**src/hw/rtl/olu_pkg.sv**
```systemverilog
// Shared types and codes for the ordered array list unit.
`timescale 1ns / 1ps

package olu_pkg;

    // Request command codes
    localparam logic [1:0] CMD_INSERT = 2'd0;
    localparam logic [1:0] CMD_FIND   = 2'd1;
    localparam logic [1:0] CMD_REMOVE = 2'd2;

    // Result status codes
    localparam logic STATUS_OK   = 1'b0;
    localparam logic STATUS_FAIL = 1'b1;

    // Fixed widths of the result fields
    localparam int INDEX_W = 4;
    localparam int COUNT_W = 5;

    typedef enum logic [2:0] {
        ST_IDLE,
        ST_SCAN,
        ST_SHIFT_UP,
        ST_SHIFT_DN,
        ST_FLUSH,
        ST_PUT_KEY,
        ST_DONE
    } state_t;

    typedef struct packed {
        logic               status;
        logic [INDEX_W-1:0] index;
        logic [COUNT_W-1:0] count;
    } result_t;

endpackage

```
**src/hw/rtl/olu_ram.sv**
```systemverilog
// Entry store: one write port, one read port with registered read data.
`timescale 1ns / 1ps

module olu_ram #(
    parameter int DEPTH = 16,
    parameter int WIDTH = 64
) (
    input  logic                     aclk,
    input  logic [$clog2(DEPTH)-1:0] rd_addr,
    output logic [WIDTH-1:0]         rd_data,
    input  logic                     wr_en,
    input  logic [$clog2(DEPTH)-1:0] wr_addr,
    input  logic [WIDTH-1:0]         wr_data
);

    logic [WIDTH-1:0] mem [DEPTH];
    logic [WIDTH-1:0] rd_data_reg;

    always_ff @(posedge aclk) begin
        if (wr_en) begin
            mem[wr_addr] <= wr_data;
        end
    end

    always_ff @(posedge aclk) begin
        rd_data_reg <= mem[rd_addr];
    end

    assign rd_data = rd_data_reg;

endmodule

```
**src/hw/rtl/olu_seq.sv**
```systemverilog
// Sequencer: walks the entry store for find, insert shift and remove shift.
`timescale 1ns / 1ps

module olu_seq #(
    parameter int CAPACITY = 16,
    parameter int KEY_BITS = 64
) (
    input  logic                        aclk,
    input  logic                        aresetn,
    // request side
    input  logic                        in_valid,
    output logic                        in_ready,
    input  logic [1:0]                  in_command,
    input  logic [3:0]                  in_position,
    input  logic [KEY_BITS-1:0]         in_key,
    // result side
    output logic                        res_valid,
    input  logic                        res_ready,
    output olu_pkg::result_t            res,
    // entry store
    output logic [$clog2(CAPACITY)-1:0] rd_addr,
    input  logic [KEY_BITS-1:0]         rd_data,
    output logic                        wr_en,
    output logic [$clog2(CAPACITY)-1:0] wr_addr,
    output logic [KEY_BITS-1:0]         wr_data
);

    localparam int AW  = $clog2(CAPACITY);
    localparam int CW  = $clog2(CAPACITY + 1);
    localparam int PW  = (CW > 4) ? CW : 4;
    localparam int IXW = (AW > olu_pkg::INDEX_W) ? AW : olu_pkg::INDEX_W;
    localparam int OCW = (CW > olu_pkg::COUNT_W) ? CW : olu_pkg::COUNT_W;

    olu_pkg::state_t state_reg, state_next;

    logic [CW-1:0]       count_reg, count_next;
    logic [CW-1:0]       ptr_reg, ptr_next;
    logic [CW-1:0]       lim_reg, lim_next;
    logic [CW-1:0]       pos_reg, pos_next;
    logic [KEY_BITS-1:0] key_reg, key_next;
    logic [1:0]          op_reg, op_next;
    logic                pend_reg, pend_next;
    logic [AW-1:0]       pend_addr_reg, pend_addr_next;
    logic                status_reg, status_next;
    logic [AW-1:0]       index_reg, index_next;

    logic          in_fire;
    logic [PW-1:0] pos_w;
    logic [PW-1:0] cnt_w;
    logic          ins_ok;
    logic          rem_ok;
    logic          found;
    logic          more;
    logic          rd_issue;
    logic [CW-1:0] rd_ptr;
    logic [IXW-1:0] index_ext;
    logic [OCW-1:0] count_ext;

    assign in_fire = in_valid && in_ready;
    assign pos_w   = PW'(in_position);
    assign cnt_w   = PW'(count_reg);
    assign ins_ok  = (count_reg < CW'(CAPACITY)) && (pos_w <= cnt_w);
    assign rem_ok  = pos_w < cnt_w;
    assign found   = (state_reg == olu_pkg::ST_SCAN) && pend_reg && (rd_data == key_reg);
    assign more    = ptr_reg < lim_reg;

    // Next state
    always_comb begin
        state_next = state_reg;
        unique case (state_reg)
            olu_pkg::ST_IDLE: begin
                if (in_valid) begin
                    unique case (in_command)
                        olu_pkg::CMD_INSERT: begin
                            if (!ins_ok) begin
                                state_next = olu_pkg::ST_DONE;
                            end else if (pos_w == cnt_w) begin
                                state_next = olu_pkg::ST_PUT_KEY;
                            end else begin
                                state_next = olu_pkg::ST_SHIFT_UP;
                            end
                        end
                        olu_pkg::CMD_FIND: begin
                            state_next = olu_pkg::ST_SCAN;
                        end
                        olu_pkg::CMD_REMOVE: begin
                            if (!rem_ok || (pos_w == cnt_w - PW'(1))) begin
                                state_next = olu_pkg::ST_DONE;
                            end else begin
                                state_next = olu_pkg::ST_SHIFT_DN;
                            end
                        end
                        default: begin
                            state_next = olu_pkg::ST_DONE;
                        end
                    endcase
                end
            end
            olu_pkg::ST_SCAN: begin
                if (found || !more) begin
                    state_next = olu_pkg::ST_DONE;
                end
            end
            olu_pkg::ST_SHIFT_UP: begin
                if (ptr_reg - CW'(1) == pos_reg) begin
                    state_next = olu_pkg::ST_FLUSH;
                end
            end
            olu_pkg::ST_SHIFT_DN: begin
                if (ptr_reg + CW'(1) == lim_reg - CW'(1)) begin
                    state_next = olu_pkg::ST_FLUSH;
                end
            end
            olu_pkg::ST_FLUSH: begin
                if (op_reg == olu_pkg::CMD_INSERT) begin
                    state_next = olu_pkg::ST_PUT_KEY;
                end else begin
                    state_next = olu_pkg::ST_DONE;
                end
            end
            olu_pkg::ST_PUT_KEY: begin
                state_next = olu_pkg::ST_DONE;
            end
            olu_pkg::ST_DONE: begin
                if (res_ready) begin
                    state_next = olu_pkg::ST_IDLE;
                end
            end
            default: begin
                state_next = olu_pkg::ST_IDLE;
            end
        endcase
    end

    // Outputs: handshakes and memory ports
    always_comb begin
        in_ready  = 1'b0;
        res_valid = 1'b0;
        rd_issue  = 1'b0;
        rd_ptr    = ptr_reg;
        wr_en     = pend_reg && (op_reg != olu_pkg::CMD_FIND);
        wr_addr   = pend_addr_reg;
        wr_data   = rd_data;
        unique case (state_reg)
            olu_pkg::ST_IDLE: begin
                in_ready = 1'b1;
            end
            olu_pkg::ST_SCAN: begin
                rd_issue = !found && more;
            end
            olu_pkg::ST_SHIFT_UP: begin
                rd_issue = 1'b1;
                rd_ptr   = ptr_reg - CW'(1);
            end
            olu_pkg::ST_SHIFT_DN: begin
                rd_issue = 1'b1;
                rd_ptr   = ptr_reg + CW'(1);
            end
            olu_pkg::ST_FLUSH: begin
                rd_issue = 1'b0;
            end
            olu_pkg::ST_PUT_KEY: begin
                wr_en   = 1'b1;
                wr_addr = pos_reg[AW-1:0];
                wr_data = key_reg;
            end
            olu_pkg::ST_DONE: begin
                res_valid = 1'b1;
            end
            default: begin
                in_ready = 1'b0;
            end
        endcase
    end

    assign rd_addr = rd_ptr[AW-1:0];

    // Datapath next values
    always_comb begin
        count_next     = count_reg;
        ptr_next       = ptr_reg;
        lim_next       = lim_reg;
        pos_next       = pos_reg;
        key_next       = key_reg;
        op_next        = op_reg;
        status_next    = status_reg;
        index_next     = index_reg;
        pend_next      = rd_issue;
        pend_addr_next = pend_addr_reg;

        if (in_fire) begin
            op_next     = in_command;
            key_next    = in_key;
            pos_next    = CW'(in_position);
            lim_next    = count_reg;
            index_next  = '0;
            status_next = olu_pkg::STATUS_FAIL;
            unique case (in_command)
                olu_pkg::CMD_INSERT: begin
                    if (ins_ok) begin
                        status_next = olu_pkg::STATUS_OK;
                        count_next  = count_reg + CW'(1);
                        ptr_next    = count_reg;
                    end
                end
                olu_pkg::CMD_FIND: begin
                    ptr_next = '0;
                end
                olu_pkg::CMD_REMOVE: begin
                    if (rem_ok) begin
                        status_next = olu_pkg::STATUS_OK;
                        count_next  = count_reg - CW'(1);
                        ptr_next    = CW'(in_position);
                    end
                end
                default: begin
                    ptr_next = ptr_reg;
                end
            endcase
        end

        if (state_reg == olu_pkg::ST_SCAN && found) begin
            status_next = olu_pkg::STATUS_OK;
            index_next  = pend_addr_reg;
        end

        if (rd_issue) begin
            unique case (state_reg)
                olu_pkg::ST_SHIFT_UP: begin
                    pend_addr_next = ptr_reg[AW-1:0];
                    ptr_next       = ptr_reg - CW'(1);
                end
                olu_pkg::ST_SHIFT_DN: begin
                    pend_addr_next = ptr_reg[AW-1:0];
                    ptr_next       = ptr_reg + CW'(1);
                end
                default: begin
                    pend_addr_next = ptr_reg[AW-1:0];
                    ptr_next       = ptr_reg + CW'(1);
                end
            endcase
        end
    end

    always_ff @(posedge aclk) begin
        if (!aresetn) begin
            state_reg <= olu_pkg::ST_IDLE;
            count_reg <= '0;
            pend_reg  <= 1'b0;
        end else begin
            state_reg <= state_next;
            count_reg <= count_next;
            pend_reg  <= pend_next;
        end
    end

    always_ff @(posedge aclk) begin
        ptr_reg       <= ptr_next;
        lim_reg       <= lim_next;
        pos_reg       <= pos_next;
        key_reg       <= key_next;
        op_reg        <= op_next;
        pend_addr_reg <= pend_addr_next;
        status_reg    <= status_next;
        index_reg     <= index_next;
    end

    assign index_ext  = IXW'(index_reg);
    assign count_ext  = OCW'(count_reg);
    assign res.status = status_reg;
    assign res.index  = index_ext[olu_pkg::INDEX_W-1:0];
    assign res.count  = count_ext[olu_pkg::COUNT_W-1:0];

    // The list never grows past its capacity.
    assert property (@(posedge aclk) disable iff (!aresetn)
        count_reg <= CW'(CAPACITY))
        else $error("entry count above capacity");

    // A shift never reads the entry that is being written in the same cycle.
    assert property (@(posedge aclk) disable iff (!aresetn)
        (wr_en && rd_issue) |-> (wr_addr != rd_addr))
        else $error("read and write collide on one entry");

    // The store is written only while a shift or key write is under way.
    assert property (@(posedge aclk) disable iff (!aresetn)
        wr_en |-> (state_reg == olu_pkg::ST_SHIFT_UP || state_reg == olu_pkg::ST_SHIFT_DN ||
                   state_reg == olu_pkg::ST_FLUSH || state_reg == olu_pkg::ST_PUT_KEY))
        else $error("store written outside a shift");

    // An accepted insert that fits grows the list by exactly one.
    assert property (@(posedge aclk) disable iff (!aresetn)
        (in_fire && in_command == olu_pkg::CMD_INSERT && ins_ok)
            |=> (count_reg == $past(count_reg) + CW'(1)))
        else $error("insert did not grow the list");

    // A result waiting for the output stage holds its fields.
    assert property (@(posedge aclk) disable iff (!aresetn)
        (res_valid && !res_ready) |=> (res_valid && $stable(res)))
        else $error("pending result changed");

endmodule

```
**src/hw/rtl/ordered_array_list_unit.sv**
```systemverilog
// Top level of the ordered array list unit: sequencer, entry store and output register.
`timescale 1ns / 1ps
//
// Ordered array list of up to CAPACITY keys of KEY_BITS bits each.
// Input channel (s_valid/s_ready): one request of command, position and key.
//   Insert places the key at a position from 0 to count and shifts later entries up;
//   find returns the first index holding the key; remove deletes the entry at a
//   position and shifts later entries down. Bad positions, a full list and the
//   unused command give status 1 and leave the list alone.
// Output channel (m_valid/m_ready): one result per request with status, index, count.
// The entry store has a single read and a single write port, so
// every shift moves one entry per cycle, read one cycle and written back the next.
// One request is worked on at a time; s_ready rises at the edge that moves the result
// into the output register, so a new request is taken only after the last one's result left.
// While the receiver stalls, one more request can finish and wait in the sequencer.
// Reset clears the count and the handshake state; entry contents are not cleared,
// since no entry at or above the count is ever read.
//

module ordered_array_list_unit #(
    parameter int CAPACITY = 16,
    parameter int KEY_BITS = 64
) (
    input  logic        aclk,
    input  logic        aresetn,
    input  logic        s_valid,
    output logic        s_ready,
    input  logic [1:0]  s_command,
    input  logic [3:0]  s_position,
    input  logic [63:0] s_key,
    output logic        m_valid,
    input  logic        m_ready,
    output logic        m_status,
    output logic [3:0]  m_index,
    output logic [4:0]  m_count
);

    localparam int AW = $clog2(CAPACITY);

    logic                res_valid;
    logic                res_ready;
    olu_pkg::result_t    res;
    logic [AW-1:0]       rd_addr;
    logic [KEY_BITS-1:0] rd_data;
    logic                wr_en;
    logic [AW-1:0]       wr_addr;
    logic [KEY_BITS-1:0] wr_data;

    logic             m_valid_reg;
    olu_pkg::result_t m_res_reg;

    // Drop key bits above KEY_BITS before store and compare.
    olu_seq #(
        .CAPACITY (CAPACITY),
        .KEY_BITS (KEY_BITS)
    ) u_seq (
        .aclk        (aclk),
        .aresetn     (aresetn),
        .in_valid    (s_valid),
        .in_ready    (s_ready),
        .in_command  (s_command),
        .in_position (s_position),
        .in_key      (s_key[KEY_BITS-1:0]),
        .res_valid   (res_valid),
        .res_ready   (res_ready),
        .res         (res),
        .rd_addr     (rd_addr),
        .rd_data     (rd_data),
        .wr_en       (wr_en),
        .wr_addr     (wr_addr),
        .wr_data     (wr_data)
    );

    olu_ram #(
        .DEPTH (CAPACITY),
        .WIDTH (KEY_BITS)
    ) u_ram (
        .aclk    (aclk),
        .rd_addr (rd_addr),
        .rd_data (rd_data),
        .wr_en   (wr_en),
        .wr_addr (wr_addr),
        .wr_data (wr_data)
    );

    // Output register: take a new result when empty or when the current one leaves.
    assign res_ready = !m_valid_reg || m_ready;

    always_ff @(posedge aclk) begin
        if (!aresetn) begin
            m_valid_reg <= 1'b0;
        end else if (res_ready) begin
            m_valid_reg <= res_valid;
        end
    end

    // Hold the payload while the receiver stalls.
    always_ff @(posedge aclk) begin
        if (res_ready && res_valid) begin
            m_res_reg <= res;
        end
    end

    assign m_valid  = m_valid_reg;
    assign m_status = m_res_reg.status;
    assign m_index  = m_res_reg.index;
    assign m_count  = m_res_reg.count;

endmodule
```
**config.mk**
```make
export PLATFORM = sky130hd
export DESIGN_NAME = ordered_array_list_unit
export DESIGN_NICKNAME = d
export VERILOG_FILES = /design/src/hw/rtl/olu_pkg.sv /design/src/hw/rtl/olu_ram.sv /design/src/hw/rtl/olu_seq.sv /design/src/hw/rtl/ordered_array_list_unit.sv
export SDC_FILE = /design/constraint.sdc
export NUM_CORES = 2
export LEC_CHECK = 0
export BUFFER_PORTS_ARGS = -buffer_cell sky130_fd_sc_hd__clkbuf_2
export CORE_UTILIZATION = 30
export CTS_CLUSTER_DIAMETER = 40
export DETAILED_ROUTE_END_ITERATION = 12
export PLACE_DENSITY = 0.54
export SETUP_SLACK_MARGIN = 0.3
export SLEW_MARGIN = 20
export SYNTH_ARGS = -nofsm -noshare
export SYNTH_HDL_FRONTEND = slang
export SYNTH_SLANG_ARGS = --single-unit
```
**constraint.sdc**
```tcl
create_clock -name aclk -period 13.1 [get_ports aclk]
set_clock_uncertainty 0.1 [all_clocks]
set_input_delay 0.655 -clock aclk [delete_from_list [all_inputs] [get_ports aclk]]
set_output_delay 0.655 -clock aclk [all_outputs]
set_load 0.05 [all_outputs]
```
## Yosys cells after proc, flatten, opt, wreduce, memory -nomap -nowiden

Memory sizes are Yosys's and may differ from the RTL's. A register that Yosys moved wholly into a read port is not among the register bits.
Index checks and enable logic that the tools add are counted.

- Register bits: 109
- RAM bits: 1024
- Bits of input ports: 74
- Output and inout port bits: 12
- Logic and storage cells: 108
- Memories: 1

Memories:

| memory | words | bits a word | rd ports | clocked after Yosys merged registers in | wr ports | RTL line | text |
|---|---|---|---|---|---|---|---|
| u_ram.mem | 16 | 64 | 1 | 1 | 1 | olu_ram.sv:16 | `logic [WIDTH-1:0] mem [DEPTH];` |

- Add/subtract/negate cells: 5
- Magnitude comparators: 4
- Equal/unequal tests: 23
- Multiplexer cells: 34
- Reductions and logical operators: 26

Operator list:

| operator | count |
|---|---|
| $eq A64 B64 Y1 | 1 |
| $mux W64 | 1 |
| $mux W5 | 7 |
| $mux W3 | 8 |
| $pmux W3 S7 | 1 |
| $pmux W5 S3 | 1 |
| $sub A5 B1 Y5 const B | 3 |
| $mux W4 | 3 |
| $add A5 B1 Y5 const B | 2 |
| $eq A4 B5 Y1 | 2 |
| $ne A2 B1 Y1 const B | 5 |
| $pmux W5 S2 | 1 |
| $eq A3 B3 Y1 const B | 3 |
| $pmux W3 S3 | 1 |
| $logic_and A1 B1 Y1 | 8 |
| $pmux W4 S2 | 1 |
| $reduce_and A4 Y1 | 2 |
| $mux W1 | 7 |
| $eq A3 B2 Y1 const B | 2 |
| $ne A2 B2 Y1 const B | 3 |
| $ne A3 B1 Y1 const B | 2 |
| $reduce_bool A2 Y1 | 3 |
| $eq A5 B4 Y1 | 1 |
| $eq A5 B5 Y1 | 1 |
| other kinds (16) | 23 |

## Logic depth before layout (Yosys ltp)

- Depth after elaboration: 8
- Depth in mapped cells: 10
- Depth with buffers taken out: 9

## Modules after synthesis

Synthesis repeated with hierarchy kept, for this count alone.

- Cell total of the unflattened synthesis: 2157
- Area total of the unflattened synthesis: 45796.4 sq um

Modules (own cells, without submodules):

| module | instances | cells an instance | area each (sq um) | sequential area each (sq um) |
|---|---|---|---|---|
| olu_ram | 1 | 1647 | 39581.7 | 32030.7 |
| olu_seq | 1 | 495 | 5856.9 | 2842.7 |
| ordered_array_list_unit | 1 | 15 | 357.8 | 320.3 |

## Worst setup path after synthesis

No wires, ideal clock.

- Kind: register -> register
- Start: register u_seq.state_reg[1]
- End: memory u_ram.mem[0][0] (enable)
- Library setup time: 0.487 ns
- Data arrival time: 4.253 ns
- Required time: 12.513 ns
- Path slack: 8.260 ns
- Stages on the path, launching flop included: 7
- Path buffers: 3
- Period minus slack after synthesis: 4.840 ns
- Cells stage by stage: dfxtp_1 buf_1 nand3b_1 clkbuf_1 clkbuf_1 a31oi_1 nor2_1

- Cells in the longest elaborated chain, start to end: 4
- Elaborated cells on any way between the ends: 5
- Classes of those cells: 1 x eq/ne; 4 x mux

Ends and longest elaborated chain:

| what | RTL line | text |
|---|---|---|
| start: declaration | olu_seq.sv:34 | `olu_pkg::state_t state_reg, state_next;` |
| start signal: assignment | olu_seq.sv:247 | `state_reg <= olu_pkg::ST_IDLE;` |
| start signal: assignment | olu_seq.sv:251 | `state_reg <= state_next;` |
| $eq A3 B3 Y1 * | olu_seq.sv:144 | `unique case (state_reg)` |
| $mux W1 | olu_seq.sv:144 |  |
| $mux W1 | olu_ram.sv:20 | `if (wr_en) begin` |
| $mux W1 (not written as such) | olu_ram.sv:21 | `mem[wr_addr] <= wr_data;` |
| end: declaration | olu_ram.sv:16 |  |

Every way passes the cells marked *; elsewhere a longest branch is shown, timed or not.

## Final worst setup path

- Start: register u_seq.ptr_reg[0]
- End: register u_ram.rd_data_reg[5] (netlist: u_ram.rd_data[5]) (read register of u_ram.mem)

- Cells in the longest elaborated chain, start to end: 2
- Elaborated cells on any way between the ends: 3
- Classes of those cells: 2 x add/sub; 1 x mux

Ends and longest elaborated chain:

| what | RTL line | text |
|---|---|---|
| start: declaration | olu_seq.sv:37 | `logic [CW-1:0] ptr_reg, ptr_next;` |
| start signal: assignment | olu_seq.sv:258 | `ptr_reg <= ptr_next;` |
| $add A5 B1 Y5 or $sub A5 B1 Y5 (tied branches) | n/a |  |
| $pmux W4 S2 * | olu_seq.sv:144 |  |
| end: declaration | olu_ram.sv:17 | `logic [WIDTH-1:0] rd_data_reg;` |

Marks and branches as above.
A chain may end at the register's enable or synchronous reset.

==> report_table.html <==
<table>
<tr><th>Metric</th><th>Value</th></tr>
<tr><th colspan="2">Status</th></tr>
<tr><td>Result of the run</td><td>completed</td></tr>
<tr><th colspan="2">Global routing</th></tr>
<tr><td>Via count of the first global-routing pass</td><td>22840</td></tr>
<tr><td>Maximum number of pins on one net before global-route repair</td><td>140</td></tr>
<tr><td>Global routing usage summed across all routing layers</td><td>14.8%</td></tr>
<tr><td>Overall overflow remaining after global route</td><td>0</td></tr>
<tr><td>First-pass GRT wire length</td><td>163000 µm</td></tr>
<tr><td>Number of antenna violations at the first check in global routing</td><td>6</td></tr>
<tr><th colspan="2">Route</th></tr>
<tr><td>Met1 WL</td><td>49200 µm</td></tr>
<tr><td>Met3 Routed Length</td><td>5470 µm</td></tr>
<tr><td>Pre-antenna DRT Iters</td><td>7</td></tr>
<tr><td>Detailed Route Iter0 Violations</td><td>1875</td></tr>
<tr><td>Avg WL per Cell</td><td>25.2 µm</td></tr>
<tr><td>Number of DRC violations after detailed routing</td><td>0</td></tr>
<tr><td>Total Wirelength</td><td>113000 µm</td></tr>
<tr><td>Detail Route met2 WL</td><td>56000 µm</td></tr>
<tr><td>Vias</td><td>21580</td></tr>
<tr><td>Ratio of routed vias to standard cells</td><td>4.83</td></tr>
<tr><td>DR top layer</td><td>met4</td></tr>
<tr><td>Post-route antenna net violation count</td><td>0</td></tr>
<tr><th colspan="2">CTS</th></tr>
<tr><td>CTS tree</td><td>yes</td></tr>
<tr><td>Buffers inserted by post-CTS timing repair</td><td>0</td></tr>
<tr><td>Post-CTS Resized</td><td>0</td></tr>
<tr><td>Number of levels in the clock H-tree</td><td>4</td></tr>
<tr><td>Insertion delay of the later-clocked pin in the worst-skew pair</td><td>0.77 ns</td></tr>
<tr><td>Maximum buffer depth of the clock tree</td><td>3</td></tr>
<tr><td>Clock-pin slew reported for the worst setup and hold paths after clock tree synthesis</td><td>0.05 ns</td></tr>
<tr><td>Hold buffer count at cts</td><td>57</td></tr>
<tr><td>Cell chosen for the clock root</td><td>clkbuf_16</td></tr>
<tr><td>Number of CTS-inserted buffers</td><td>164</td></tr>
<tr><td>Clock Sinks</td><td>1197</td></tr>
<tr><th colspan="2">Timing</th></tr>
<tr><td>Final-layout setup total negative slack</td><td>0 ns</td></tr>
<tr><td>Timing-limited maximum frequency</td><td>193 MHz</td></tr>
<tr><td>Final number of max-transition violations</td><td>0</td></tr>
<tr><td>Minimum hold slack</td><td>0.0466 ns</td></tr>
<tr><td>Hold Violations, Final</td><td>0</td></tr>
<tr><td>Minimum clock period after layout</td><td>5.19 ns</td></tr>
<tr><td>Final setup violation count</td><td>0</td></tr>
<tr><td>Crit path setup slack, layout</td><td>7.91 ns</td></tr>
<tr><td>Slew at the pin closest to its max-slew limit</td><td>1.09 ns</td></tr>
<tr><td>Fraction of the cycle the final worst path needs</td><td>39.6%</td></tr>
<tr><td>Worst slew margin</td><td>26.6%</td></tr>
<tr><td>Setup repair after global routing missed its margin</td><td>no</td></tr>
<tr><th colspan="2">Place</th></tr>
<tr><td>Detailed placement HPWL</td><td>58500 µm</td></tr>
<tr><td>Cells after DPL</td><td>4100</td></tr>
<tr><td>Pre-CTS setup slack</td><td>7.95 ns</td></tr>
<tr><td>Number of buffers inserted by port buffering</td><td>85</td></tr>
<tr><td>Area after DPL</td><td>49000 µm²</td></tr>
<tr><td>Routability cong.</td><td>0.783</td></tr>
<tr><th colspan="2">Critical path</th></tr>
<tr><td>FF-to-FF setup slack</td><td>7.91 ns</td></tr>
<tr><td>Category of the worst setup path capture point</td><td>register</td></tr>
<tr><td>Kind of start point of the critical path</td><td>register</td></tr>
<tr><td>Critical setup path kind</td><td>register to register</td></tr>
<tr><td>Source of the worst register-to-register timing path</td><td>u_seq.ptr_reg[0]$_DFFE_PP_</td></tr>
<tr><td>First element of the critical path</td><td>u_seq.ptr_reg[0]$_DFFE_PP_</td></tr>
<tr><td>Reg2Reg Capture Point</td><td>u_ram.rd_data[5]$_DFF_P_</td></tr>
<tr><td>Crit path depth</td><td>10</td></tr>
<tr><td>Highest-delay cell along the critical path</td><td>buf_4</td></tr>
<tr><td>Worst Path Buf+Inv</td><td>4</td></tr>
<tr><td>Data required time of the critical path</td><td>13.62 ns</td></tr>
<tr><td>Family with the most delay on the worst path</td><td>buffers and inverters</td></tr>
<tr><td>Worst EP arrival</td><td>5.71 ns</td></tr>
<tr><td>Top fanout value on the critical path</td><td>139</td></tr>
<tr><td>Cells on worst reg2reg path</td><td>10</td></tr>
<tr><td>End point of the critical path</td><td>u_ram.rd_data[5]$_DFF_P_</td></tr>
<tr><td>Max incr delay on CP</td><td>0.97 ns</td></tr>
<tr><td>CP cell instances</td><td>inv_1, ha_1, xor2_1, nor2_1, a21oi_4, buf_4, buf_4, buf_12, mux4_2, mux4_2</td></tr>
<tr><th colspan="2">Yosys</th></tr>
<tr><td>Flip-flop and latch count after synthesis</td><td>1197</td></tr>
<tr><td>Count of yosys warnings during synthesis</td><td>0</td></tr>
<tr><td>Synthesized area divided by synthesized cell count</td><td>22.7 µm²</td></tr>
<tr><td>Post-synthesis cell type count</td><td>62</td></tr>
<tr><td>Syn Std Cell Area</td><td>45900 µm²</td></tr>
<tr><td>Fraction of registers with async set/reset</td><td>0%</td></tr>
<tr><td>Commonest register cell after synthesis</td><td>edfxtp_1</td></tr>
<tr><td>Synth Instances</td><td>2022</td></tr>
<tr><td>Share of synthesized area occupied by flip-flops and latches</td><td>76.6%</td></tr>
<tr><td>Number of synthesized flops with an enable pin</td><td>1122</td></tr>
<tr><td>Synthesized netlist net count</td><td>2114</td></tr>
<tr><th colspan="2">Floorplanning</th></tr>
<tr><td>I/O pin cnt</td><td>86</td></tr>
<tr><td>Placement row count</td><td>143</td></tr>
<tr><td>Initial core utilization</td><td>30.2%</td></tr>
<tr><td>Overall die width</td><td>393 µm</td></tr>
<tr><td>Core Footprint</td><td>152000 µm²</td></tr>
<tr><td>Die ar.</td><td>155000 µm²</td></tr>
<tr><td>Die boundary height</td><td>393 µm</td></tr>
<tr><th colspan="2">Layout</th></tr>
<tr><td>Largest register FFs</td><td>1024</td></tr>
<tr><td>Non-filler instance count after layout</td><td>4465</td></tr>
<tr><td>Final core occ</td><td>36.5%</td></tr>
<tr><td>Nets</td><td>2385</td></tr>
<tr><td>Design area</td><td>55400 µm²</td></tr>
<tr><td>Number of fill cells in the layout</td><td>13728</td></tr>
<tr><td>Fraction of final layout cells sized beyond drive strength 1</td><td>33.9%</td></tr>
<tr><td>Area overhead of the layout relative to synthesis</td><td>20.6%</td></tr>
<tr><th colspan="2">Pwr</th></tr>
<tr><td>Worst supply voltage drop on vdd</td><td>0.209 mV</td></tr>
<tr><td>Power after layout</td><td>13.8 mW</td></tr>
<tr><td>Power per standard cell area</td><td>249 nW/µm²</td></tr>
<tr><td>Leakage</td><td>17.7 nW</td></tr>
<tr><th colspan="2">Flow run</th></tr>
<tr><td>Max capacitance violation total</td><td>0</td></tr>
<tr><th colspan="2">Worst hold path</th></tr>
<tr><td>Min-delay worst type</td><td>primary input to register</td></tr>
</table>
placed cells by master, fill, tap and decap left out, types with 5 or more instances in the layout:
cell type      synthesis  layout
clkinv_2               0      23
mux2_2                56      56
clkbuf_2               0      85
o221ai_1               6       6
nor2_1                28      12
xnor2_1               46      44
clkbuf_8               0       7
xor2_1                30      30
dfxtp_1               75      75
nand2_1               18      18
dlygate4sd3_1          0      57
bufinv_16              0      17
nand4_1               11      11
a21oi_1                6       5
clkinv_1               0       7
a31oi_1                5       5
nor2_4                 0      16
nand3_1                9       9
nor4_1                14      14
clkbuf_1              21      16
nor3_1                 9       9
ha_1                  18      18
inv_8                  0       8
clkinv_8               0       6
o21ai_0               22      15
inv_1                 38      38
nor2b_1               14      14
o21ai_1                1       8
clkinv_4               0      12
buf_4                  0      48
inv_6                  0      22
mux2i_1                6       6
mux4_2               320     320
nor3b_1                6       6
clkinvlp_4             0      15
nand2b_1              10      10
edfxtp_1            1122    1122
clkbuf_16              0     168
layer usage:
| layer | global-route usage, % | up-vias |
|---|---|---|
| met5 | 0 | - |
| met4 | 4.07 | 0 |
| met3 | 2.57 | 147 |
| met2 | 24.5 | 569 |
| met1 | 19.9 | 11762 |
| li1 | - | 9102 |
layout make-up:
cell class / instances / area, µm² / share of cell area (%)
clock inverter: 116 / 1410 / 2.55
tap: 2030 / 2540 / 4.59
multi-input combinational: 700 / 10400 / 18.7
inverter: 38 / 143 / 0.258
timing repair buffer: 192 / 1390 / 2.51
clock buffer: 191 / 4360 / 7.87
antenna: 1 / 2.50 / 0.00452
sequential: 1197 / 35200 / 63.5
power by group:
part,internal (mW),switching (mW)
sequential,5.06,0.222
clock,2.78,1.77
combinational,1.88,2.06
how the worst min path moves through the flow:
stage                                     startpoint  depth (start not counted)                     endpoint  slack, ns
floorplan           u_seq.index_ext[0]$_SDFFCE_PN0P_                          0         m_index[0]$_DFFE_PP_       0.30
global placement       u_seq.status_reg$_SDFFE_PP0P_                          0           m_status$_DFFE_PP_       0.33
detailed placement  u_seq.index_ext[1]$_SDFFCE_PN0P_                          0         m_index[1]$_DFFE_PP_       0.33
CTS                                     s_command[1]                          1    u_seq.op_reg[1]$_DFFE_PP_      0.002
global route                               s_key[56]                          1  u_seq.key_reg[56]$_DFFE_PP_       0.01
finish                                     s_key[56]                          1  u_seq.key_reg[56]$_DFFE_PP_       0.05
worst register-to-register path: stages, from the launching register on:
cell	delay, ns
edfxtp_1	0.55
inv_1	0.13
ha_1	0.41
xor2_1	0.18
nor2_1	0.11
a21oi_4	0.13
buf_4	0.60
buf_4	1.05
buf_12	0.69
mux4_2	0.64
mux4_2	0.47
cells by family after synthesis:
kind of cell / share of synthesized area, %
flops: 76.6
buf+inv: 1.19
mux: 17.3
compound gates: 1.25
xor+xnor: 1.48
fa+ha+maj: 0.490
simple gates: 1.71
Yosys cell counts (all sizes together) (7+ instances only):
cell type / n / share of area (%)
edfxtp: 1122 / 73
mux4: 320 / 16
dfxtp: 75 / 3.3
buf: 66 / 0.71
mux2: 58 / 1.4
xnor2: 47 / 0.91
inv: 38 / 0.31
xor2: 30 / 0.57
nor2: 28 / 0.23
o21ai: 24 / 0.29
clkbuf: 21 / 0.17
ha: 18 / 0.49
nand2: 18 / 0.15
nor2b: 14 / 0.19
nor4: 14 / 0.19
nand4: 11 / 0.15
nor3: 11 / 0.16
nand2b: 10 / 0.14
nand3: 9 / 0.098
a21oi: 7 / 0.084
Note: power is estimated with default switching activity, not from simulation.
